<file path="config.mk">
export PLATFORM = sky130hd
export DESIGN_NAME = binary_search_sorted_table_unit
export DESIGN_NICKNAME = d
export VERILOG_FILES = /design/src/bsst_pkg.sv /design/src/bsst_table.sv /design/src/bsst_ctrl.sv /design/src/binary_search_sorted_table_unit.sv
export SDC_FILE = /design/constraint.sdc
export NUM_CORES = 2
export LEC_CHECK = 0
export BUFFER_PORTS_ARGS = -buffer_cell sky130_fd_sc_hd__buf_2
export CORE_MARGIN = 2
export CORE_UTILIZATION = 35
export CTS_CLUSTER_DIAMETER = 50
export DETAILED_ROUTE_END_ITERATION = 6
export GPL_ROUTABILITY_DRIVEN = 0
export PLACE_DENSITY_LB_ADDON = 0.25
export SLEW_MARGIN = 20
export SYNTH_ARGS = -nofsm -noshare
export SYNTH_HDL_FRONTEND = slang
export SYNTH_HIERARCHICAL = 1
export SYNTH_SLANG_ARGS = --single-unit
</file>
<file path="constraint.sdc">
create_clock -name clk -period 8.39 [get_ports clk]
set_input_delay 0.839 -clock clk [delete_from_list [all_inputs] [get_ports clk]]
set_output_delay 0.839 -clock clk [all_outputs]
set_load 0.1 [all_outputs]
</file>
<file path="src/bsst_pkg.sv">
// Shared types and constants for the binary search sorted table unit.
// No dependencies; imported by the controller, the top level and the checker.
`timescale 1ns / 1ps

package bsst_pkg;

  // Fixed widths of the request and result fields
  localparam int ENTRY_IDX_W = 8;
  localparam int ENTRY_VAL_W = 16;
  localparam int LEFT_W      = 8;
  localparam int RIGHT_W     = 9;
  localparam int POS_W       = 8;

  // Request commands
  localparam logic CMD_LOAD   = 1'b0;
  localparam logic CMD_SEARCH = 1'b1;

  typedef enum logic [1:0] {
    ST_IDLE,
    ST_SEARCH,
    ST_FINISH
  } bsst_state_t;

endpackage

</file>
<file path="src/bsst_table.sv">
// Code table storage: one write port, one read port, registered read data.
// No package dependencies; used by bsst_ctrl through the top level.
`timescale 1ns / 1ps

module bsst_table #(
  parameter int DEPTH = 256,
  parameter int CW    = 16,
  parameter int AW    = 8
) (
  input  logic          clk,
  input  logic          we,
  input  logic [AW-1:0] waddr,
  input  logic [CW-1:0] wdata,
  input  logic          re,
  input  logic [AW-1:0] raddr,
  output logic [CW-1:0] rdata
);

  logic [CW-1:0] mem [DEPTH];

  always_ff @(posedge clk) begin
    if (we) begin
      mem[waddr] <= wdata;
    end
  end

  // read data holds when no read is issued
  always_ff @(posedge clk) begin
    if (re) begin
      rdata <= mem[raddr];
    end
  end

endmodule

</file>
<file path="src/bsst_ctrl.sv">
// Search sequencer: request decode, bound registers, one probe per cycle,
// and the result register. Depends on bsst_pkg; drives bsst_table.
`timescale 1ns / 1ps

module bsst_ctrl
  import bsst_pkg::*;
#(
  parameter int TABLE_DEPTH = 256,
  parameter int CODE_WIDTH  = 16,
  parameter int IDX_W       = 8
) (
  input  logic                      clk,
  input  logic                      rst,
  input  logic                      in_valid,
  output logic                      in_ready,
  input  logic                      cmd,
  input  logic [ENTRY_IDX_W-1:0]    entry_index,
  input  logic [ENTRY_VAL_W-1:0]    entry_value,
  input  logic [LEFT_W-1:0]         search_left,
  input  logic signed [RIGHT_W-1:0] search_right,
  input  logic [ENTRY_VAL_W-1:0]    search_value,
  output logic                      out_valid,
  input  logic                      out_ready,
  output logic                      found,
  output logic [POS_W-1:0]          position,
  output logic                      mem_we,
  output logic [IDX_W-1:0]          mem_waddr,
  output logic [CODE_WIDTH-1:0]     mem_wdata,
  output logic                      mem_re,
  output logic [IDX_W-1:0]          mem_raddr,
  input  logic [CODE_WIDTH-1:0]     mem_rdata
);

  // bounds carry one spare bit above the index range plus a sign bit
  localparam int BW = ((IDX_W > LEFT_W) ? IDX_W : LEFT_W) + 2;
  localparam logic signed [BW-1:0] MAX_IDX = BW'(TABLE_DEPTH - 1);

  function automatic logic signed [BW-1:0] mid_of(input logic signed [BW-1:0] l,
                                                  input logic signed [BW-1:0] h);
    return l + ((h - l) >>> 1);
  endfunction

  bsst_state_t state, state_next;

  logic signed [BW-1:0] lo, lo_next;
  logic signed [BW-1:0] hi, hi_next;
  logic signed [BW-1:0] mid, mid_next;
  logic [CODE_WIDTH-1:0] key, key_next;
  logic                  res_found, res_found_next;
  logic [POS_W-1:0]      res_pos, res_pos_next;
  logic                  out_load;
  logic                  out_found_next;
  logic [POS_W-1:0]      out_pos_next;

  logic signed [BW-1:0] init_lo, init_hi, right_ext, init_mid;
  logic                 init_empty;
  logic                 hit;
  logic signed [BW-1:0] st_lo, st_hi, st_mid;
  logic                 st_cross;
  logic                 out_free;
  logic                 write_ok;

  assign write_ok  = 32'(entry_index) < TABLE_DEPTH;
  assign mem_waddr = IDX_W'(entry_index);
  assign mem_wdata = CODE_WIDTH'(entry_value);

  // initial bounds, right side saturated to the last entry
  assign right_ext  = BW'(search_right);
  assign init_lo    = signed'(BW'(search_left));
  assign init_hi    = (right_ext > MAX_IDX) ? MAX_IDX : right_ext;
  assign init_empty = init_hi < init_lo;
  assign init_mid   = mid_of(init_lo, init_hi);

  // probe result for the entry at mid, read last cycle
  assign hit      = mem_rdata == key;
  assign st_lo    = (mem_rdata > key) ? lo : mid + BW'(1);
  assign st_hi    = (mem_rdata > key) ? mid - BW'(1) : hi;
  assign st_cross = st_hi < st_lo;
  assign st_mid   = mid_of(st_lo, st_hi);

  assign out_free = !out_valid || out_ready;
  assign in_ready = state == ST_IDLE;

  always_comb begin
    state_next     = state;
    lo_next        = lo;
    hi_next        = hi;
    mid_next       = mid;
    key_next       = key;
    res_found_next = res_found;
    res_pos_next   = res_pos;
    mem_we         = 1'b0;
    mem_re         = 1'b0;
    mem_raddr      = mid[IDX_W-1:0];
    out_load       = 1'b0;
    out_found_next = res_found;
    out_pos_next   = res_pos;
    unique case (state)
      ST_IDLE: begin
        if (in_valid) begin
          if (cmd == CMD_LOAD) begin
            mem_we = write_ok;
          end else begin
            key_next = CODE_WIDTH'(search_value);
            if (init_empty) begin
              res_found_next = 1'b0;
              res_pos_next   = '0;
              out_found_next = 1'b0;
              out_pos_next   = '0;
              if (out_free) begin
                out_load = 1'b1;
              end else begin
                state_next = ST_FINISH;
              end
            end else begin
              lo_next    = init_lo;
              hi_next    = init_hi;
              mid_next   = init_mid;
              mem_re     = 1'b1;
              mem_raddr  = init_mid[IDX_W-1:0];
              state_next = ST_SEARCH;
            end
          end
        end
      end
      ST_SEARCH: begin
        if (hit || st_cross) begin
          res_found_next = hit;
          res_pos_next   = hit ? POS_W'(unsigned'(mid)) : '0;
          out_found_next = res_found_next;
          out_pos_next   = res_pos_next;
          if (out_free) begin
            out_load   = 1'b1;
            state_next = ST_IDLE;
          end else begin
            state_next = ST_FINISH;
          end
        end else begin
          lo_next   = st_lo;
          hi_next   = st_hi;
          mid_next  = st_mid;
          mem_re    = 1'b1;
          mem_raddr = st_mid[IDX_W-1:0];
        end
      end
      ST_FINISH: begin
        if (out_free) begin
          out_load   = 1'b1;
          state_next = ST_IDLE;
        end
      end
      default: begin
        state_next = ST_IDLE;
      end
    endcase
  end

  always_ff @(posedge clk) begin
    if (rst) begin
      state     <= ST_IDLE;
      out_valid <= 1'b0;
    end else begin
      state <= state_next;
      if (out_load) begin
        out_valid <= 1'b1;
      end else if (out_ready) begin
        out_valid <= 1'b0;
      end
    end
  end

  always_ff @(posedge clk) begin
    lo        <= lo_next;
    hi        <= hi_next;
    mid       <= mid_next;
    key       <= key_next;
    res_found <= res_found_next;
    res_pos   <= res_pos_next;
    if (out_load) begin
      found    <= out_found_next;
      position <= out_pos_next;
    end
  end

endmodule

</file>
<file path="src/binary_search_sorted_table_unit.sv">
// Binary search over a software-loaded table of character codes. A load request
// (cmd 0) writes one entry and gives no result; an index beyond the table is
// dropped. A search request (cmd 1) issues its first probe when it is taken;
// each probe is one read of the table's single read port followed by one
// compare, and the search ends on a hit or when the bounds cross. An empty
// range answers without a probe. Requests are taken one at a time; a waiting
// result sits in the output register and does not block the next request.
// Table contents are undefined until written, and there is no clearing pass
// after reset.
// Depends on bsst_pkg, bsst_table and bsst_ctrl.
`timescale 1ns / 1ps

module binary_search_sorted_table_unit
  import bsst_pkg::*;
#(
  parameter int TABLE_DEPTH = 256,
  parameter int CODE_WIDTH  = 16
) (
  input  logic                      clk,
  input  logic                      rst,
  input  logic                      in_valid,
  output logic                      in_ready,
  input  logic                      cmd,
  input  logic [ENTRY_IDX_W-1:0]    entry_index,
  input  logic [ENTRY_VAL_W-1:0]    entry_value,
  input  logic [LEFT_W-1:0]         search_left,
  input  logic signed [RIGHT_W-1:0] search_right,
  input  logic [ENTRY_VAL_W-1:0]    search_value,
  output logic                      out_valid,
  input  logic                      out_ready,
  output logic                      found,
  output logic [POS_W-1:0]          position
);

  localparam int IDX_W = $clog2(TABLE_DEPTH);

  logic                  mem_we;
  logic [IDX_W-1:0]      mem_waddr;
  logic [CODE_WIDTH-1:0] mem_wdata;
  logic                  mem_re;
  logic [IDX_W-1:0]      mem_raddr;
  logic [CODE_WIDTH-1:0] mem_rdata;

  bsst_table #(
    .DEPTH(TABLE_DEPTH),
    .CW   (CODE_WIDTH),
    .AW   (IDX_W)
  ) u_table (
    .clk  (clk),
    .we   (mem_we),
    .waddr(mem_waddr),
    .wdata(mem_wdata),
    .re   (mem_re),
    .raddr(mem_raddr),
    .rdata(mem_rdata)
  );

  bsst_ctrl #(
    .TABLE_DEPTH(TABLE_DEPTH),
    .CODE_WIDTH (CODE_WIDTH),
    .IDX_W      (IDX_W)
  ) u_ctrl (
    .clk         (clk),
    .rst         (rst),
    .in_valid    (in_valid),
    .in_ready    (in_ready),
    .cmd         (cmd),
    .entry_index (entry_index),
    .entry_value (entry_value),
    .search_left (search_left),
    .search_right(search_right),
    .search_value(search_value),
    .out_valid   (out_valid),
    .out_ready   (out_ready),
    .found       (found),
    .position    (position),
    .mem_we      (mem_we),
    .mem_waddr   (mem_waddr),
    .mem_wdata   (mem_wdata),
    .mem_re      (mem_re),
    .mem_raddr   (mem_raddr),
    .mem_rdata   (mem_rdata)
  );

endmodule

</file>
# ---- Word-level counts from Yosys, hierarchy flattened
# Memories as Yosys holds them, arrays and structs flattened. A register that Yosys moved wholly into a read port is not among the register bits.
# Cells that the tools add are included.
dict set report classes {
  n_addsub 6
  order_cmp 4
  eq_ne 10
  n_mux 60
  n_reduce_logical 9
}
# op n
set op_table {}
lappend op_table {{$mux W10} 15}
lappend op_table {{$mux W8} 9}
lappend op_table {{$pmux W10 S2} 3}
lappend op_table {{$pmux W8 S2} 2}
lappend op_table {{$mux W1} 20}
lappend op_table {{$eq A16 B16 Y1} 1}
lappend op_table {{$gt A16 B16 Y1} 1}
lappend op_table {{$mux W2} 7}
lappend op_table {{$add A10 B2 Y10 const B} 1}
lappend op_table {{$add A10 B9 Y10} 1}
lappend op_table {{$add A9 B9 Y10} 1}
lappend op_table {{$lt A10 B10 Y1} 1}
lappend op_table {{$lt A10 B9 Y1} 1}
lappend op_table {{$reduce_and A5 Y1} 2}
lappend op_table {{$sub A10 B10 Y10} 1}
lappend op_table {{$sub A10 B2 Y10 const B} 1}
lappend op_table {{$sub A10 B9 Y10} 1}
lappend op_table {{$gt A9 B9 Y1 const B} 1}
lappend op_table {{$ne A2 B1 Y1 const B} 3}
lappend op_table {{$ne A2 B2 Y1 const B} 3}
lappend op_table {{$pmux W2 S3} 1}
lappend op_table {{$pmux W1 S2} 2}
lappend op_table {{$reduce_bool A2 Y1} 2}
lappend op_table {{$ne A3 B3 Y1 const B} 1}
lappend op_table {{other kinds (7)} 8}
dict set report totals {
  regBits 67
  mem_bits_rw 4096
  input_bits 62
  output_inout_bits 11
  wordCells 100
  mem_count 1
}
# memory depth width rd rd_clocked_by_memory_dff write_ports line_no
set mem_list {}
lappend mem_list {u_table.mem 256 16 1 1 1 bsst_table.sv:19} ;# logic [CW-1:0] mem [DEPTH];

# ---- Depth between registers and ports, before layout
dict set report depth {
  ltp_word 8
  mapped_depth 33
}

# ---- By module
# Netlist, hierarchy kept.
# mod instances cells_each area_each_um2
set modules_own_cells {}
lappend modules_own_cells {bsst_table 1 7360 158874.9}
lappend modules_own_cells {bsst_ctrl 1 677 5769.3}

# ---- Worst setup path before layout
# No wires, ideal clock.
dict set report synth_timing {
  path_type {register -> register}
  start {reg u_table.rdata[1], read port of u_table.mem}
  end {reg u_table.rdata[4], read port of u_table.mem (data pin)}
  setup_time_ps 265
  arrival_time_ps 6271
  setup_slack_ps 1854
  stages_incl_launch_ff 28
  cell_sequence {edfxtp_1 ha_1 nor2b_1 o211ai_1 a2111o_1 and3_4 or3_1 buf_2 fa_1 inv_1 ha_1 nor4_1 o211ai_1 a31oi_1 a211oi_2 nor3_1 xor2_1 o31ai_1 a221o_1 clkbuf_1 inv_2 buf_2 clkbuf_1 mux2_2 a221oi_1 o31ai_1 o32ai_2 nor4_2}
}
dict set report synth_between {
  elab_chain_len 6
  elab_cells_between_ends 12
  cone_classes {add/sub: 2; order compare: 2; eq/ne: 1; mux: 6; reduce/logical: 1}
}
# element line_no
set synth_rtl {}
lappend synth_rtl {{start, declared} bsst_table.sv:16} ;# output logic [CW-1:0] rdata
lappend synth_rtl {{$gt A16 B16 Y1} {bsst_ctrl.sv:76, bsst_ctrl.sv:77}}
lappend synth_rtl {{$mux W10, on equally long branches} {bsst_ctrl.sv:77, bsst_ctrl.sv:76}}
lappend synth_rtl {{$sub A10 B10 Y10 / $lt A10 B10 Y1 (equally long branches)} {bsst_ctrl.sv:40, bsst_ctrl.sv:78}}
lappend synth_rtl {{$add A10 B9 Y10 / $logic_or A1 B1 Y1 (equally long branches)} {bsst_ctrl.sv:40, bsst_ctrl.sv:127}}
lappend synth_rtl {{$mux W8 (*)} bsst_ctrl.sv:127} ;# if (hit || st_cross) begin
lappend synth_rtl {{$pmux W8 S2 (*)} bsst_ctrl.sv:98} ;# unique case (state)
lappend synth_rtl {{net mem_raddr[3]} binary_search_sorted_table_unit.sv:41} ;# logic [IDX_W-1:0] mem_raddr;
# Mark *: on every way through the listed nets, which the timed path passes. The rest lies on a longest branch.
# A chain may end at the register's enable or synchronous reset.

# ---- Worst setup path after layout
dict set report layout_timing {
  start {reg u_table.rdata[15], read port of u_table.mem}
  end {reg u_table.rdata[2], read port of u_table.mem (data pin)}
}
# Same word-level chain as after synthesis.

==> qor.csv <==
metric,value,unit
Num CTS Buffers,454,
"EDFF count, synth",4167,
core area,468000,um^2
leakage power,60.0,nW
"Hold Vio Cnt, Final",0,
Synth warnings,6,
Mapped Avg Cell Area,20.5,um^2
Synth Flop Type,edfxtp_1,
"Setup violations, final",0,
Clock Tree Buf Depth,4,
Clock Power Share,42.2,%
Tightest Hold Check Type,input pin to flip-flop,
vias after detailed routing,85500,
first-pass GRT wire length,677000,um
Layout Skew,0.0580,ns
DP Wirelength,302000,um
Comb pwr share,8.2,%
peak supply drop,0.000194,V
outcome,completed,
post-route setup slack,0.103,ns
unrepaired setup endpoints after global routing,no,
Buffers on Ports,72,
Setup CP Type,flip-flop to flip-flop,
Post-Syn Area,165000,um^2
Worst-Skew Late Latency,0.99,ns
Final Non-Filler Cells,15100,
CTS tree,done,
Tot Pwr,46.4,mW
top-level port count,73,
Max-Cap Viols,0,
Crit. End Element,flip-flop,
worst-path cell chain,ha_1 -> and4_1 -> nand4_1 -> nand2_1 -> a21oi_1 -> or3_1 -> fa_1 -> maj3_1 -> o211ai_1 -> a211o_1 -> and3_1 -> a31oi_1 -> o21ai_4 -> buf_12 -> buf_12 -> mux2i_1 -> o221ai_1 -> o22ai_1 -> a21oi_1 -> nand4_1 -> nor4_1,
std cell rows,251,
Max stage delay on crit path,0.98,ns
max_slew headroom,15.1,%
CTS Root Cell,clkbuf_16,
DRC,0,
DP Area,175000,um^2
Routed Antenna Nets,0,
CP max stage cell,o221ai_1,
CTS sink cnt,4179,
end of the worst hold path,u_ctrl/key[6],
worst slew pin tran,1.26,ns
WL/cell,32.3,um
Final Max Tran Viols,0,
Worst Path Required,9.18,ns
Pre-antenna DRT Iters,6,
hold depth,1,
fin nets,8626,
vias in the first global route,83400,
H-tree depth,5,
final instance area,190000,um^2
Worst Path Arrival,9.07,ns
Iter 0 DRT Violations,11600,
cell count after synthesis,8037,
Yosys reg bits,4179,
cells on worst reg2reg path,21,
switching portion of total power,23.5,%
Area Overhead vs Synth,15.2,%
Worst-path clk slew,0.06,ns
antenna violations before repair,33,
Psw,10.9,mW
Netlist cell types,89,
Power Dens Cells,245,nW/um^2
Fin Setup TNS,0,ns
Detailed Route WL,489000,um
Initial Util,35.2,%
worst r2r dst,u_table/rdata[2],
sequential fraction of the synthesis area,76.1,%
fin crit share,98.8,%
DIE AREA,476000,um^2
Final min period,8.29,ns
die height,690,um
largest net degree at the start of global routing,167,
highest clock rate,121,MHz
R2R Setup Slk,0.10,ns
DP Worst Slack,-0.145,ns
layout cells sized above 1,25.1,%
syn_nets,8150,
worst-path maximum fanout,58,
Via density,5.66,
Cells after DPL,14200,
Worst Setup Start Kind,flip-flop,
GR Overflow Total,0,
source of the worst hold timing path,search_value[6],
GRT Total Usage,20.1,%
ys async rst share,0,%
Worst R2R Start,u_table/rdata[15],
Sequential Power Share,49.6,%
internal power,35.5,mW
die width,690,um
[per-stage QoR]
stage | hold WS (ns) | util, %
2_1_floorplan | 0.444 | -
3_3_place_gp | 0.484 | 37.3
3_5_place_dp | 0.467 | 37.3
4_1_cts | 0.0223 | 40.4
5_1_grt | 0.0586 | 40.5
6_report | 0.103 | 40.5
[worst max-delay path by stage]
stage	startpoint	to	slack [ns]
floorplan	u_table/rdata[1]	u_table/rdata[4]	1.85
global placement	u_table/rdata[15]	u_table/rdata[14]	-0.11
detailed placement	u_table/rdata[15]	u_table/rdata[8]	-0.15
CTS	u_table/rdata[15]	u_table/rdata[2]	0.01
global route	u_table/rdata[15]	u_table/rdata[14]	0.006
finish	u_table/rdata[15]	u_table/rdata[2]	0.10
[critical path: cells and delay by family (launching register included)]
family | cells | cell delay, ns
multiplexers | 1 | 0.16
AND/OR/NAND/NOR | 7 | 2.22
adder cells (fa/ha/maj) | 3 | 1.34
flip-flops | 1 | 0.40
AO/OA/AOI/OAI | 8 | 3.05
buffers and inverters | 2 | 0.75
[flip-flops by register name (all words and copies together) (netlist names)]
name / count
u_ctrl/found: 1
u_ctrl/res_found: 1
u_ctrl/hi: 10
u_ctrl/key: 16
u_table/rdata: 16
u_ctrl/state: 2
u_ctrl/mid: 10
u_ctrl/out_valid: 1
u_ctrl/lo: 10
u_ctrl/position: 8
u_table/mem: 4096
u_ctrl/res_pos: 8
[layer usage]
metal | vias to the layer above | share of wire, % | wire length, um | track usage, %
met2 | 4016 | 45 | 221000 | 30.8
met3 | 738 | 8.6 | 42200 | 3.73
li1 | 34700 | - | - | -
met4 | 12 | 3.6 | 17500 | 6.38
met5 | - | 0.062 | 302 | 0
met1 | 46000 | 42 | 207000 | 29.1
[cell usage after synthesis, types with 13 or more instances]
cell / n / area share (%)
o32ai_1: 20 / 0.11
nor3_1: 107 / 0.33
a31oi_1: 15 / 0.057
nor4_1: 20 / 0.076
nor2b_1: 15 / 0.057
nor2_1: 364 / 0.83
mux2i_1: 572 / 3.5
o221ai_1: 252 / 1.3
inv_1: 59 / 0.13
mux4_2: 797 / 11
a22oi_1: 43 / 0.20
nand4_1: 32 / 0.12
buf_2: 81 / 0.25
o21ai_0: 83 / 0.25
a22o_1: 40 / 0.21
xor2_1: 13 / 0.069
buf_1: 29 / 0.066
buf_4: 52 / 0.24
buf_6: 79 / 0.54
nand2_1: 118 / 0.27
a211oi_1: 25 / 0.11
edfxtp_1: 4167 / 76
o31ai_1: 18 / 0.082
o22ai_1: 151 / 0.57
mux2_2: 90 / 0.62
nand3_1: 48 / 0.15
ha_1: 48 / 0.36
xnor2_1: 31 / 0.16
a221oi_1: 28 / 0.15
and3_1: 14 / 0.053
clkbuf_1: 252 / 0.57
a21oi_1: 220 / 0.67
[cell type report]
cell class                      count  area (um^2)
Antenna cell                       17         42.5
Clock buffer                      562        11900
Clock inverter                    276         2690
Fill cell                       41200       278000
Inverter                           60          243
Multi-Input combinational cell   3289        36800
Sequential cell                  4179       125000
Tap cell                         6198         7750
Timing Repair Buffer              529         4790
[layout by cell type (no fill, tap or decap), types with 40 or more instances in the layout]
master and n:
a21oi_1 220, a22o_1 40, a22oi_1 43, buf_12 57, buf_2 56, buf_4 391
clkbuf_1 101, clkbuf_16 462, clkinv_1 95, clkinv_2 69, edfxtp_1 4167, ha_1 48
inv_1 57, mux2_2 90, mux2i_1 572, mux4_2 797, nand2_1 115, nor2_1 268
nor2_2 66, nor3_1 98, o21ai_0 75, o221ai_1 250, o22ai_1 151
[cell families (layout without fill, tap and decap cells)]
kind of cell | count (synthesis) | after routing | share of synthesized area (%)
adders and majority gates | 53 | 53 | 0.413
buffers and inverters | 569 | 1427 | 1.96
AOI/OAI and AO/OA | 961 | 961 | 4.13
DFF | 4179 | 4179 | 76.1
muxes | 1459 | 1459 | 15.0
other | 0 | 17 | 0
and+or+nand+nor | 772 | 772 | 2.12
xor gates and xnor gates | 44 | 44 | 0.234
[what timing repair did]
action	in CTS	in global routing
endpoints found under the hold margin	1	0
pin swaps	1	0
gates resized for setup	8	17
setup endpoints to repair	9	16
hold buffers	1	0
setup buffers	4	0
cloned	0	1
[power groups by stage]
stage	combinational (mW)	clock, mW	sequential (mW)
6_report	3.79	19.6	23.0
4_1_cts	3.75	19.9	23.0
2_1_floorplan	2.10	0	23.5
5_1_grt	3.94	20.7	23.0
3_5_place_dp	3.73	0	23.5
3_3_place_gp	3.70	0	23.5
No activity file was read; power rests on OpenSTA's default activity.
